**config.mk**
```make
export PLATFORM = sky130hd
export DESIGN_NAME = lexical_tokenizer
export DESIGN_NICKNAME = d
export VERILOG_FILES = /design/src/hdl/lextok_pkg.sv /design/src/hdl/lexical_tokenizer.sv /design/src/hdl/lextok_buf.sv /design/src/hdl/lextok_ctrl.sv
export SDC_FILE = /design/constraint.sdc
export NUM_CORES = 1
export LEC_CHECK = 0
export BUFFER_PORTS_ARGS = -buffer_cell sky130_fd_sc_hd__buf_2
export CAP_MARGIN = 5
export CORE_AREA = 2 2 176 213
export CTS_CLUSTER_SIZE = 30
export DETAILED_ROUTE_END_ITERATION = 8
export DIE_AREA = 0 0 178 215
export GPL_TIMING_DRIVEN = 0
export REMOVE_ABC_BUFFERS = 1
export SYNTH_ARGS = -nofsm -noshare
export SYNTH_HDL_FRONTEND = slang
export SYNTH_SLANG_ARGS = --single-unit
```
**constraint.sdc**
```tcl
create_clock -name aclk -period 6.7 [get_ports aclk]
set_input_delay 1.34 -clock aclk [delete_from_list [all_inputs] [get_ports aclk]]
set_output_delay 1.34 -clock aclk [all_outputs]
set_load 0.01 [all_outputs]
```
**src/hdl/lextok_pkg.sv**
```systemverilog
// lexical tokenizer package: token kinds, character codes, keyword tables, memory request type
package lextok_pkg;

    // default sizes
    localparam int MAX_LEXEME_DEF   = 32;
    localparam int SYMBOL_SLOTS_DEF = 64;

    // token kinds
    localparam logic [3:0] K_WHILE  = 4'd0;
    localparam logic [3:0] K_IF     = 4'd1;
    localparam logic [3:0] K_ELSE   = 4'd2;
    localparam logic [3:0] K_SWITCH = 4'd3;
    localparam logic [3:0] K_CASE   = 4'd4;
    localparam logic [3:0] K_IDENT  = 4'd5;
    localparam logic [3:0] K_NUMBER = 4'd6;
    localparam logic [3:0] K_PLUS   = 4'd7;
    localparam logic [3:0] K_MINUS  = 4'd8;
    localparam logic [3:0] K_STAR   = 4'd9;
    localparam logic [3:0] K_LT     = 4'd10;
    localparam logic [3:0] K_LE     = 4'd11;
    localparam logic [3:0] K_EQ     = 4'd12;
    localparam logic [3:0] K_ASSIGN = 4'd13;
    localparam logic [3:0] K_SEMI   = 4'd14;
    localparam logic [3:0] K_ERROR  = 4'd15;

    localparam int NUM_KEYWORDS = 5;

    // character codes
    localparam logic [7:0] CH_LOWER_A = 8'd97;
    localparam logic [7:0] CH_LOWER_Z = 8'd122;
    localparam logic [7:0] CH_UPPER_A = 8'd65;
    localparam logic [7:0] CH_UPPER_Z = 8'd90;
    localparam logic [7:0] CH_ZERO    = 8'd48;
    localparam logic [7:0] CH_NINE    = 8'd57;
    localparam logic [7:0] CH_SPACE   = 8'd32;
    localparam logic [7:0] CH_TAB     = 8'd9;
    localparam logic [7:0] CH_CR      = 8'd13;
    localparam logic [7:0] CH_PLUS    = 8'h2B;
    localparam logic [7:0] CH_MINUS   = 8'h2D;
    localparam logic [7:0] CH_STAR    = 8'h2A;
    localparam logic [7:0] CH_SEMI    = 8'h3B;
    localparam logic [7:0] CH_LT      = 8'h3C;
    localparam logic [7:0] CH_EQ      = 8'h3D;

    // lexeme buffer request from the scanner
    typedef struct packed {
        logic       wr_en;
        logic       rd_en;
        logic [7:0] wr_data;
    } mem_req_t;

    function automatic logic is_letter(input logic [7:0] c);
        return ((c >= CH_LOWER_A) && (c <= CH_LOWER_Z)) ||
               ((c >= CH_UPPER_A) && (c <= CH_UPPER_Z));
    endfunction

    function automatic logic is_digit(input logic [7:0] c);
        return (c >= CH_ZERO) && (c <= CH_NINE);
    endfunction

    // space, tab, newline, vertical tab, form feed, carriage return
    function automatic logic is_space(input logic [7:0] c);
        return (c == CH_SPACE) || ((c >= CH_TAB) && (c <= CH_CR));
    endfunction

    // keyword lengths
    function automatic logic [2:0] kw_len(input logic [2:0] k);
        logic [2:0] n;
        case (k)
            3'd0:    n = 3'd5;
            3'd1:    n = 3'd2;
            3'd2:    n = 3'd4;
            3'd3:    n = 3'd6;
            3'd4:    n = 3'd4;
            default: n = 3'd0;
        endcase
        return n;
    endfunction

    // keyword text, one character per position
    function automatic logic [7:0] kw_char(input logic [2:0] k, input logic [5:0] pos);
        logic [7:0] ch;
        ch = 8'd0;
        case (k)
            3'd0: begin
                case (pos)
                    6'd0: ch = "w";
                    6'd1: ch = "h";
                    6'd2: ch = "i";
                    6'd3: ch = "l";
                    6'd4: ch = "e";
                    default: ch = 8'd0;
                endcase
            end
            3'd1: begin
                case (pos)
                    6'd0: ch = "i";
                    6'd1: ch = "f";
                    default: ch = 8'd0;
                endcase
            end
            3'd2: begin
                case (pos)
                    6'd0: ch = "e";
                    6'd1: ch = "l";
                    6'd2: ch = "s";
                    6'd3: ch = "e";
                    default: ch = 8'd0;
                endcase
            end
            3'd3: begin
                case (pos)
                    6'd0: ch = "s";
                    6'd1: ch = "w";
                    6'd2: ch = "i";
                    6'd3: ch = "t";
                    6'd4: ch = "c";
                    6'd5: ch = "h";
                    default: ch = 8'd0;
                endcase
            end
            3'd4: begin
                case (pos)
                    6'd0: ch = "c";
                    6'd1: ch = "a";
                    6'd2: ch = "s";
                    6'd3: ch = "e";
                    default: ch = 8'd0;
                endcase
            end
            default: ch = 8'd0;
        endcase
        return ch;
    endfunction

endpackage

```
**src/hdl/lexical_tokenizer.sv**
```systemverilog
// lexical tokenizer top level: scanner control and lexeme buffer
//
// Input channel s_*: one text byte per word in s_tdata[7:0]; s_tlast high
// marks end of text, which flushes any pending token (the byte is ignored).
// Result channel m_*: one word per token, or one word per lexeme byte for
// identifiers and numbers, with m_tlast on the final word of each token.
// m_tuser carries the kind and flags, m_tdata the byte and symbol slot.
// Sequencing: a byte that extends or starts a token is accepted and then
// evaluated. A byte that closes a keyword, '<' or '=' token is then
// rescanned. An identifier or number is replayed from the lexeme buffer,
// each stored byte by a read of the buffer memory and a load of the
// result register, before the closing byte is rescanned. The first result
// word is loaded when the closing byte is evaluated, or for an identifier
// or number at the first load of the replay.
// Reset (aresetn low, synchronous) empties the result register, returns the
// scanner to idle and restarts slot numbering at 0; no clearing pass.
// When the receiver stalls, the result register holds and the scanner waits;
// s_tready stays low until the current byte is fully handled.
module lexical_tokenizer #(
    parameter int MAX_LEXEME   = lextok_pkg::MAX_LEXEME_DEF,
    parameter int SYMBOL_SLOTS = lextok_pkg::SYMBOL_SLOTS_DEF
) (
    input  logic        aclk,
    input  logic        aresetn,
    input  logic        s_tvalid,
    output logic        s_tready,
    input  logic [7:0]  s_tdata,   // [7:0] char_code
    input  logic        s_tlast,   // end_of_text
    output logic        m_tvalid,
    input  logic        m_tready,
    output logic [15:0] m_tdata,   // [7:0] lexeme_byte, [13:8] symbol_index, [15:14] zero
    output logic        m_tlast,   // last_of_token
    output logic [5:0]  m_tuser    // [3:0] token_kind, [4] table_full, [5] truncated
);
    import lextok_pkg::*;

    localparam int ADDR_W = $clog2(MAX_LEXEME);

    mem_req_t          req;
    logic [ADDR_W-1:0] wr_addr;
    logic [ADDR_W-1:0] rd_addr;
    logic [7:0]        rd_data;

    // scanner
    lextok_ctrl #(
        .MAX_LEXEME   (MAX_LEXEME),
        .SYMBOL_SLOTS (SYMBOL_SLOTS),
        .ADDR_W       (ADDR_W)
    ) u_ctrl (
        .aclk     (aclk),
        .aresetn  (aresetn),
        .s_tvalid (s_tvalid),
        .s_tready (s_tready),
        .s_tdata  (s_tdata),
        .s_tlast  (s_tlast),
        .m_tvalid (m_tvalid),
        .m_tready (m_tready),
        .m_tdata  (m_tdata),
        .m_tlast  (m_tlast),
        .m_tuser  (m_tuser),
        .req      (req),
        .wr_addr  (wr_addr),
        .rd_addr  (rd_addr),
        .rd_data  (rd_data)
    );

    // lexeme storage
    lextok_buf #(
        .DEPTH  (MAX_LEXEME),
        .ADDR_W (ADDR_W)
    ) u_buf (
        .aclk    (aclk),
        .req     (req),
        .wr_addr (wr_addr),
        .rd_addr (rd_addr),
        .rd_data (rd_data)
    );

endmodule

```
**src/hdl/lextok_buf.sv**
```systemverilog
// lexeme buffer: single-port write, registered read
module lextok_buf #(
    parameter int DEPTH  = lextok_pkg::MAX_LEXEME_DEF,
    parameter int ADDR_W = $clog2(DEPTH)
) (
    input  logic                 aclk,
    input  lextok_pkg::mem_req_t req,
    input  logic [ADDR_W-1:0]    wr_addr,
    input  logic [ADDR_W-1:0]    rd_addr,
    output logic [7:0]           rd_data
);
    import lextok_pkg::*;

    logic [7:0] mem [DEPTH];
    logic [7:0] rd_data_reg;

    // write port
    always_ff @(posedge aclk) begin
        if (req.wr_en) begin
            mem[wr_addr] <= req.wr_data;
        end
    end

    // read port, registered, holds between reads
    always_ff @(posedge aclk) begin
        if (req.rd_en) begin
            rd_data_reg <= mem[rd_addr];
        end
    end

    assign rd_data = rd_data_reg;

endmodule

```
**src/hdl/lextok_ctrl.sv**
```systemverilog
// scanner control: character classing, keyword tracking, slot allocation, result register
module lextok_ctrl #(
    parameter int MAX_LEXEME   = lextok_pkg::MAX_LEXEME_DEF,
    parameter int SYMBOL_SLOTS = lextok_pkg::SYMBOL_SLOTS_DEF,
    parameter int ADDR_W       = $clog2(MAX_LEXEME)
) (
    input  logic                 aclk,
    input  logic                 aresetn,
    // input words
    input  logic                 s_tvalid,
    output logic                 s_tready,
    input  logic [7:0]           s_tdata,
    input  logic                 s_tlast,
    // result words
    output logic                 m_tvalid,
    input  logic                 m_tready,
    output logic [15:0]          m_tdata,
    output logic                 m_tlast,
    output logic [5:0]           m_tuser,
    // lexeme buffer
    output lextok_pkg::mem_req_t req,
    output logic [ADDR_W-1:0]    wr_addr,
    output logic [ADDR_W-1:0]    rd_addr,
    input  logic [7:0]           rd_data
);
    import lextok_pkg::*;

    localparam int LEN_W  = $clog2(MAX_LEXEME + 1);
    localparam int SLOT_W = $clog2(SYMBOL_SLOTS);

    // sequencer states
    localparam logic [2:0] S_IN   = 3'd0;
    localparam logic [2:0] S_EVAL = 3'd1;
    localparam logic [2:0] S_BYTE = 3'd2;
    localparam logic [2:0] S_RD   = 3'd3;
    localparam logic [2:0] S_OUT  = 3'd4;

    // scan modes
    localparam logic [2:0] M_IDLE   = 3'd0;
    localparam logic [2:0] M_IDENT  = 3'd1;
    localparam logic [2:0] M_NUMBER = 3'd2;
    localparam logic [2:0] M_LT     = 3'd3;
    localparam logic [2:0] M_EQ     = 3'd4;

    logic [2:0]        state_reg, state_next;
    logic [2:0]        mode_reg, mode_next;
    logic [LEN_W-1:0]  len_reg, len_next;
    logic [4:0]        kw_reg, kw_next;
    logic              ovf_reg, ovf_next;
    logic [SLOT_W-1:0] cnt_reg, cnt_next;
    logic [LEN_W-1:0]  idx_reg, idx_next;
    logic [SLOT_W-1:0] slot_reg, slot_next;
    logic              full_reg, full_next;
    logic [3:0]        rkind_reg, rkind_next;
    logic [7:0]        char_reg;
    logic              eot_reg;

    logic              m_valid_reg, m_valid_next;
    logic [3:0]        o_kind_reg;
    logic [7:0]        o_byte_reg;
    logic              o_last_reg;
    logic [SLOT_W-1:0] o_slot_reg;
    logic              o_full_reg;
    logic              o_trunc_reg;

    // emission into the result register
    logic              emit;
    logic [3:0]        e_kind;
    logic [7:0]        e_byte;
    logic              e_last;
    logic [SLOT_W-1:0] e_slot;
    logic              e_full;
    logic              e_trunc;

    logic              out_free;
    logic              accept;
    logic              byte_phase;
    logic              c_letter, c_digit, c_space;
    logic [5:0]        pos;
    logic [4:0]        kw_base, kw_step;
    logic [4:0]        kw_done;
    logic              kw_found;
    logic [3:0]        kw_kind;
    logic [LEN_W-1:0]  idx_plus;
    logic              run_last;

    assign out_free   = !m_valid_reg || m_tready;
    assign s_tready   = (state_reg == S_IN);
    assign accept     = s_tvalid && s_tready;
    assign byte_phase = (state_reg == S_BYTE) || ((state_reg == S_EVAL) && (mode_reg == M_IDLE));

    assign c_letter = is_letter(char_reg);
    assign c_digit  = is_digit(char_reg);
    assign c_space  = is_space(char_reg);

    // keyword prefix tracking for the byte being appended
    assign pos     = byte_phase ? 6'd0 : 6'(len_reg);
    assign kw_base = byte_phase ? 5'h1F : kw_reg;

    always_comb begin
        for (int k = 0; k < NUM_KEYWORDS; k++) begin
            kw_step[k] = kw_base[k] && (pos < 6'(kw_len(3'(k)))) &&
                         (kw_char(3'(k), pos) == char_reg);
            kw_done[k] = kw_reg[k] && (6'(len_reg) == 6'(kw_len(3'(k))));
        end
    end

    // first complete keyword wins
    always_comb begin
        kw_found = 1'b0;
        kw_kind  = K_WHILE;
        for (int k = NUM_KEYWORDS - 1; k >= 0; k--) begin
            if (kw_done[k]) begin
                kw_found = 1'b1;
                kw_kind  = 4'(k);
            end
        end
    end

    assign idx_plus = idx_reg + LEN_W'(1);
    assign run_last = (idx_plus == len_reg);

    // sequencer
    always_comb begin
        state_next  = state_reg;
        mode_next   = mode_reg;
        len_next    = len_reg;
        kw_next     = kw_reg;
        ovf_next    = ovf_reg;
        cnt_next    = cnt_reg;
        idx_next    = idx_reg;
        slot_next   = slot_reg;
        full_next   = full_reg;
        rkind_next  = rkind_reg;
        req.wr_en   = 1'b0;
        req.rd_en   = 1'b0;
        req.wr_data = char_reg;
        wr_addr     = byte_phase ? '0 : len_reg[ADDR_W-1:0];
        rd_addr     = idx_reg[ADDR_W-1:0];
        emit        = 1'b0;
        e_kind      = K_ERROR;
        e_byte      = 8'd0;
        e_last      = 1'b1;
        e_slot      = '0;
        e_full      = 1'b0;
        e_trunc     = 1'b0;

        if (byte_phase) begin
            // byte taken afresh with no pending token
            mode_next = M_IDLE;
            if (eot_reg || c_space) begin
                state_next = S_IN;
            end else if (c_letter || c_digit) begin
                mode_next   = c_letter ? M_IDENT : M_NUMBER;
                req.wr_en   = 1'b1;
                len_next    = LEN_W'(1);
                kw_next     = kw_step;
                ovf_next    = 1'b0;
                state_next  = S_IN;
            end else if (char_reg == CH_LT) begin
                mode_next  = M_LT;
                state_next = S_IN;
            end else if (char_reg == CH_EQ) begin
                mode_next  = M_EQ;
                state_next = S_IN;
            end else if (out_free) begin
                emit       = 1'b1;
                state_next = S_IN;
                case (char_reg)
                    CH_PLUS:  e_kind = K_PLUS;
                    CH_MINUS: e_kind = K_MINUS;
                    CH_STAR:  e_kind = K_STAR;
                    CH_SEMI:  e_kind = K_SEMI;
                    default: begin
                        e_kind = K_ERROR;
                        e_byte = char_reg;
                    end
                endcase
            end
        end else begin
            unique case (state_reg)
                S_IN: begin
                    if (accept) begin
                        state_next = S_EVAL;
                    end
                end
                S_EVAL: begin
                    if ((mode_reg == M_LT) || (mode_reg == M_EQ)) begin
                        // one-character lookahead on '<' and '='
                        if (out_free) begin
                            emit      = 1'b1;
                            mode_next = M_IDLE;
                            if (!eot_reg && (char_reg == CH_EQ)) begin
                                e_kind     = (mode_reg == M_LT) ? K_LE : K_EQ;
                                state_next = S_IN;
                            end else begin
                                e_kind     = (mode_reg == M_LT) ? K_LT : K_ASSIGN;
                                state_next = S_BYTE;
                            end
                        end
                    end else if (!eot_reg && (c_digit || (c_letter && (mode_reg == M_IDENT))))
                    begin
                        // lexeme continues
                        state_next = S_IN;
                        if (len_reg < LEN_W'(MAX_LEXEME)) begin
                            req.wr_en = 1'b1;
                            len_next  = len_reg + LEN_W'(1);
                            kw_next   = kw_step;
                        end else begin
                            ovf_next = 1'b1;
                            kw_next  = 5'd0;
                        end
                    end else if ((mode_reg == M_IDENT) && !ovf_reg && kw_found) begin
                        // keyword token
                        if (out_free) begin
                            emit       = 1'b1;
                            e_kind     = kw_kind;
                            mode_next  = M_IDLE;
                            state_next = S_BYTE;
                        end
                    end else begin
                        // identifier or number: take a slot and replay the buffer
                        rkind_next = (mode_reg == M_IDENT) ? K_IDENT : K_NUMBER;
                        idx_next   = '0;
                        mode_next  = M_IDLE;
                        state_next = S_RD;
                        if (cnt_reg < SLOT_W'(SYMBOL_SLOTS - 1)) begin
                            slot_next = cnt_reg;
                            cnt_next  = cnt_reg + SLOT_W'(1);
                            full_next = 1'b0;
                        end else begin
                            slot_next = SLOT_W'(SYMBOL_SLOTS - 1);
                            full_next = 1'b1;
                        end
                    end
                end
                S_RD: begin
                    req.rd_en  = 1'b1;
                    state_next = S_OUT;
                end
                S_OUT: begin
                    if (out_free) begin
                        emit     = 1'b1;
                        e_kind   = rkind_reg;
                        e_byte   = rd_data;
                        e_last   = run_last;
                        e_slot   = slot_reg;
                        e_full   = full_reg;
                        e_trunc  = ovf_reg;
                        idx_next = idx_plus;
                        state_next = run_last ? S_BYTE : S_RD;
                    end
                end
                default: begin
                    state_next = S_IN;
                end
            endcase
        end
    end

    // result valid
    always_comb begin
        if (emit) begin
            m_valid_next = 1'b1;
        end else if (m_tready) begin
            m_valid_next = 1'b0;
        end else begin
            m_valid_next = m_valid_reg;
        end
    end

    // control state
    always_ff @(posedge aclk) begin
        if (!aresetn) begin
            state_reg   <= S_IN;
            mode_reg    <= M_IDLE;
            len_reg     <= '0;
            kw_reg      <= 5'h1F;
            ovf_reg     <= 1'b0;
            cnt_reg     <= '0;
            idx_reg     <= '0;
            m_valid_reg <= 1'b0;
        end else begin
            state_reg   <= state_next;
            mode_reg    <= mode_next;
            len_reg     <= len_next;
            kw_reg      <= kw_next;
            ovf_reg     <= ovf_next;
            cnt_reg     <= cnt_next;
            idx_reg     <= idx_next;
            m_valid_reg <= m_valid_next;
        end
    end

    // payload registers
    always_ff @(posedge aclk) begin
        slot_reg  <= slot_next;
        full_reg  <= full_next;
        rkind_reg <= rkind_next;
        if (accept) begin
            char_reg <= s_tdata;
            eot_reg  <= s_tlast;
        end
        if (emit) begin
            o_kind_reg  <= e_kind;
            o_byte_reg  <= e_byte;
            o_last_reg  <= e_last;
            o_slot_reg  <= e_slot;
            o_full_reg  <= e_full;
            o_trunc_reg <= e_trunc;
        end
    end

    assign m_tvalid = m_valid_reg;
    assign m_tdata  = {2'b00, 6'(o_slot_reg), o_byte_reg};
    assign m_tlast  = o_last_reg;
    assign m_tuser  = {o_trunc_reg, o_full_reg, o_kind_reg};

endmodule
```
==> impl_metrics.toml <==
[run_status]
status = "complete, no violations"

[cells_and_area]
area_growth_pct = 12.9
fin_area_sq_mm = 0.0162
fillers = 3109
regMostFlops = "u_buf.mem"
final_util_pct = 44.6
instances_no_fill = 1399
largest_reg_flops = 256
insertedDiodeCount = 0
drive_above_1_share_pct = 22.3
nets = 924

[routing]
wl_um = 31200
route.met2.wl_um = 16200
dr.pass1.iters = 5
wl_met1_um = 13100
vias = 7829
vias_per_cell = 5.60
dr.first_iter.drc_count = 630
ant_nets = 0
wl_met3_um = 1280
drc = 0
top_layer_used = "met4"
detail_route.wl_per_cell_um = 22.3

[synth]
yosys_warnings = 0
syn_avg_cell_area_sq_um = 16.3
synth-adder-area-share_pct = 0.524
synth_edf_count = 303
synth-seq-area-share_pct = 67.8
synthTopCellsByArea = "edfxtp_1 (63%), mux4_2 (13%), dfxtp_1 (4.3%)"
synth_compound_area_share_pct = 6.45
synthCells = 878
muxShareOfSynthArea_pct = 13.6
yosys.area_share.simple_pct = 8.85
synth.distinct_cells = 83
ys_async_sr_fraction_pct = 0
ys_seq_elements = 334
synth_top_family_by_area = "multiplexers"
synth_area_sq_mm = 0.0143
yosysTopAreaCell = "edfxtp_1"
synth-main-ff-cell = "edfxtp_1"
synth.top_cell.area_share_pct = 63.5
synth-xor-area-share_pct = 0.733

[sta]
clock_skew_ps = 18.6
max_freq_mhz = 248
relSlewSlack_pct = 25.0
worst_slack_ps = 2670
period_share_pct = 60.2
tightest_slew_ps = 1120
finalHoldViolCount = 0
setup-violations-final = 0
hold-worst-slack_ps = 481
rsz0062_at_grt = "false"
min_period_ps = 4030
fin_tns_setup_ps = 0
slew_violations = 0

[clock_network]
cts_buffers = 31
cts_hold_buf = 0
cts_setup_buffers = 0
clk_path_buf_depth = 3
clk-insertion-delay-late_ps = 580
cts_resized = 0
htreeDepth = 1
cts_tree = "yes"
tritoncts_num_sinks = 334
path_clk_slew_ps = 60
cts_root_buffer = "clkbuf_16"

[pwr]
vdd_ir_drop_max_v = 0.000199
leakage_nw = 5.04
power_density_mw_per_mm2 = 261
total_power_mw = 4.23

[flow_run]
drv_cap = 0

[floorplanning]
die_area_sq_mm = 0.0383
start_util_pct = 39.5
die_h_um = 215
num_rows = 77
io-pin-count = 38
fp.dieW_um = 178
core_sq_mm = 0.0363

[global_route]
grt-ovfl-total = 0
grt_max_degree = 60
gr-usage-all-layers_pct = 16.7
antenna_found_initial = 0
grt_pass1_vias = 7996
grt_first_pass_wirelength_um = 48400

[placed_design]
place_ws_ps = 2470
place_area_sq_mm = 0.0152
place.gp.congestion = 0.842
dp_hpwl_um = 20700
portBuffers = 35
dp_cells = 1344

[critical_path]
worst-setup-path-type = "reg -> reg"
critPathMaxFanout = 22
cp-end-kind = "flip-flop"
cp.required_ps = 6900
worstSetupStartpointType = "flip-flop"
r2r_setup_slack_ps = 2670
worst_ep_arrival_time_ps = 4230

[min_path]
hold_class = "reg -> reg"
-- power breakdown --
group	total (mW)	leakage (nW)	internal [mW]	switching, mW
registers	2.32	2.98	2.29	0.0296
clock network	1.73	0.479	0.998	0.736
logic	0.169	1.58	0.0648	0.104
-- critical path, cell delays in order, from the launching register on --
cell       delay, ps
dfxtp_1          450
or3b_1           500
o22ai_2          830
o2111ai_2        430
o31ai_4          240
nand3_1          390
nor2_1           800
-- synthesized netlist by cell type, types with 9 or more instances --
master / count
a21oi_1: 26
a22o_1: 9
and3_1: 19
clkbuf_1: 38
dfxtp_1: 31
edfxtp_1: 303
mux2_2: 9
mux4_2: 80
nand2_1: 35
nand3_1: 23
nor2_1: 73
nor2b_1: 13
nor3_1: 13
o21ai_0: 25
-- metal layers --
| metal | vias up | track usage [%] |
|---|---|---|
| met3 | 44 | 2.42 |
| met5 | - | 0 |
| met2 | 184 | 28.9 |
| met1 | 4015 | 22.0 |
| met4 | 0 | 4.23 |
| li1 | 3586 | - |
-- kinds of logic after synthesis --
kind of cell / count (synthesis)
buffers and inverters: 66
AOI/OAI and AO/OA: 126
adders and majority gates: 6
and+or+nand+nor: 239
DFF: 334
muxes: 94
other: 1
xor gates and xnor gates: 12
-- layout by cell type (no fill, tap or decap), types with 5 or more instances in the layout --
master and n:
a22o_1 9, mux4_2 80, nor2b_1 13, a31oi_1 8, o21ai_0 25, xor2_1 5
nand2_1 35, nand3_1 23, or2_2 5, and2_1 6, a21oi_1 26, buf_16 10
nand2b_1 5, mux2_2 9, o22ai_1 5, o31ai_1 7, dfxtp_1 29, edfxtp_1 303
inv_1 8, buf_2 36, or3_1 8, xnor2_1 7, a211oi_1 7, nand4_1 8
clkbuf_16 31, nor3_1 13, clkinv_1 7, nor2_1 72, clkbuf_1 7, and3_1 19
nand3b_1 5, ha_1 6
-- cell type report --
type                       instances  area, sq um  share of cell area [%]
timing repair buffer              50          515                    3.18
multi-input combinational        479         4340                    26.8
sequential                       334         9730                    60.1
inverter                           9         33.8                   0.209
clock inverter                    15          181                    1.12
clock buffer                      38          802                    4.95
tap                              474          593                    3.66
-- path summary, 6_finish.rpt --
| check | startpoint | end | cells past startpoint |
|---|---|---|---|
| max | u_ctrl.state_reg[2] | u_buf.mem[26][2] | 6 |
| min | u_ctrl.cnt_reg[5] | u_ctrl.slot_reg[5] | 0 |
| max reg2reg | u_ctrl.state_reg[2] | u_buf.mem[26][2] | 6 |
| min reg2reg | u_ctrl.cnt_reg[5] | u_ctrl.slot_reg[5] | 0 |
Note: power is estimated with default switching activity, not from simulation.
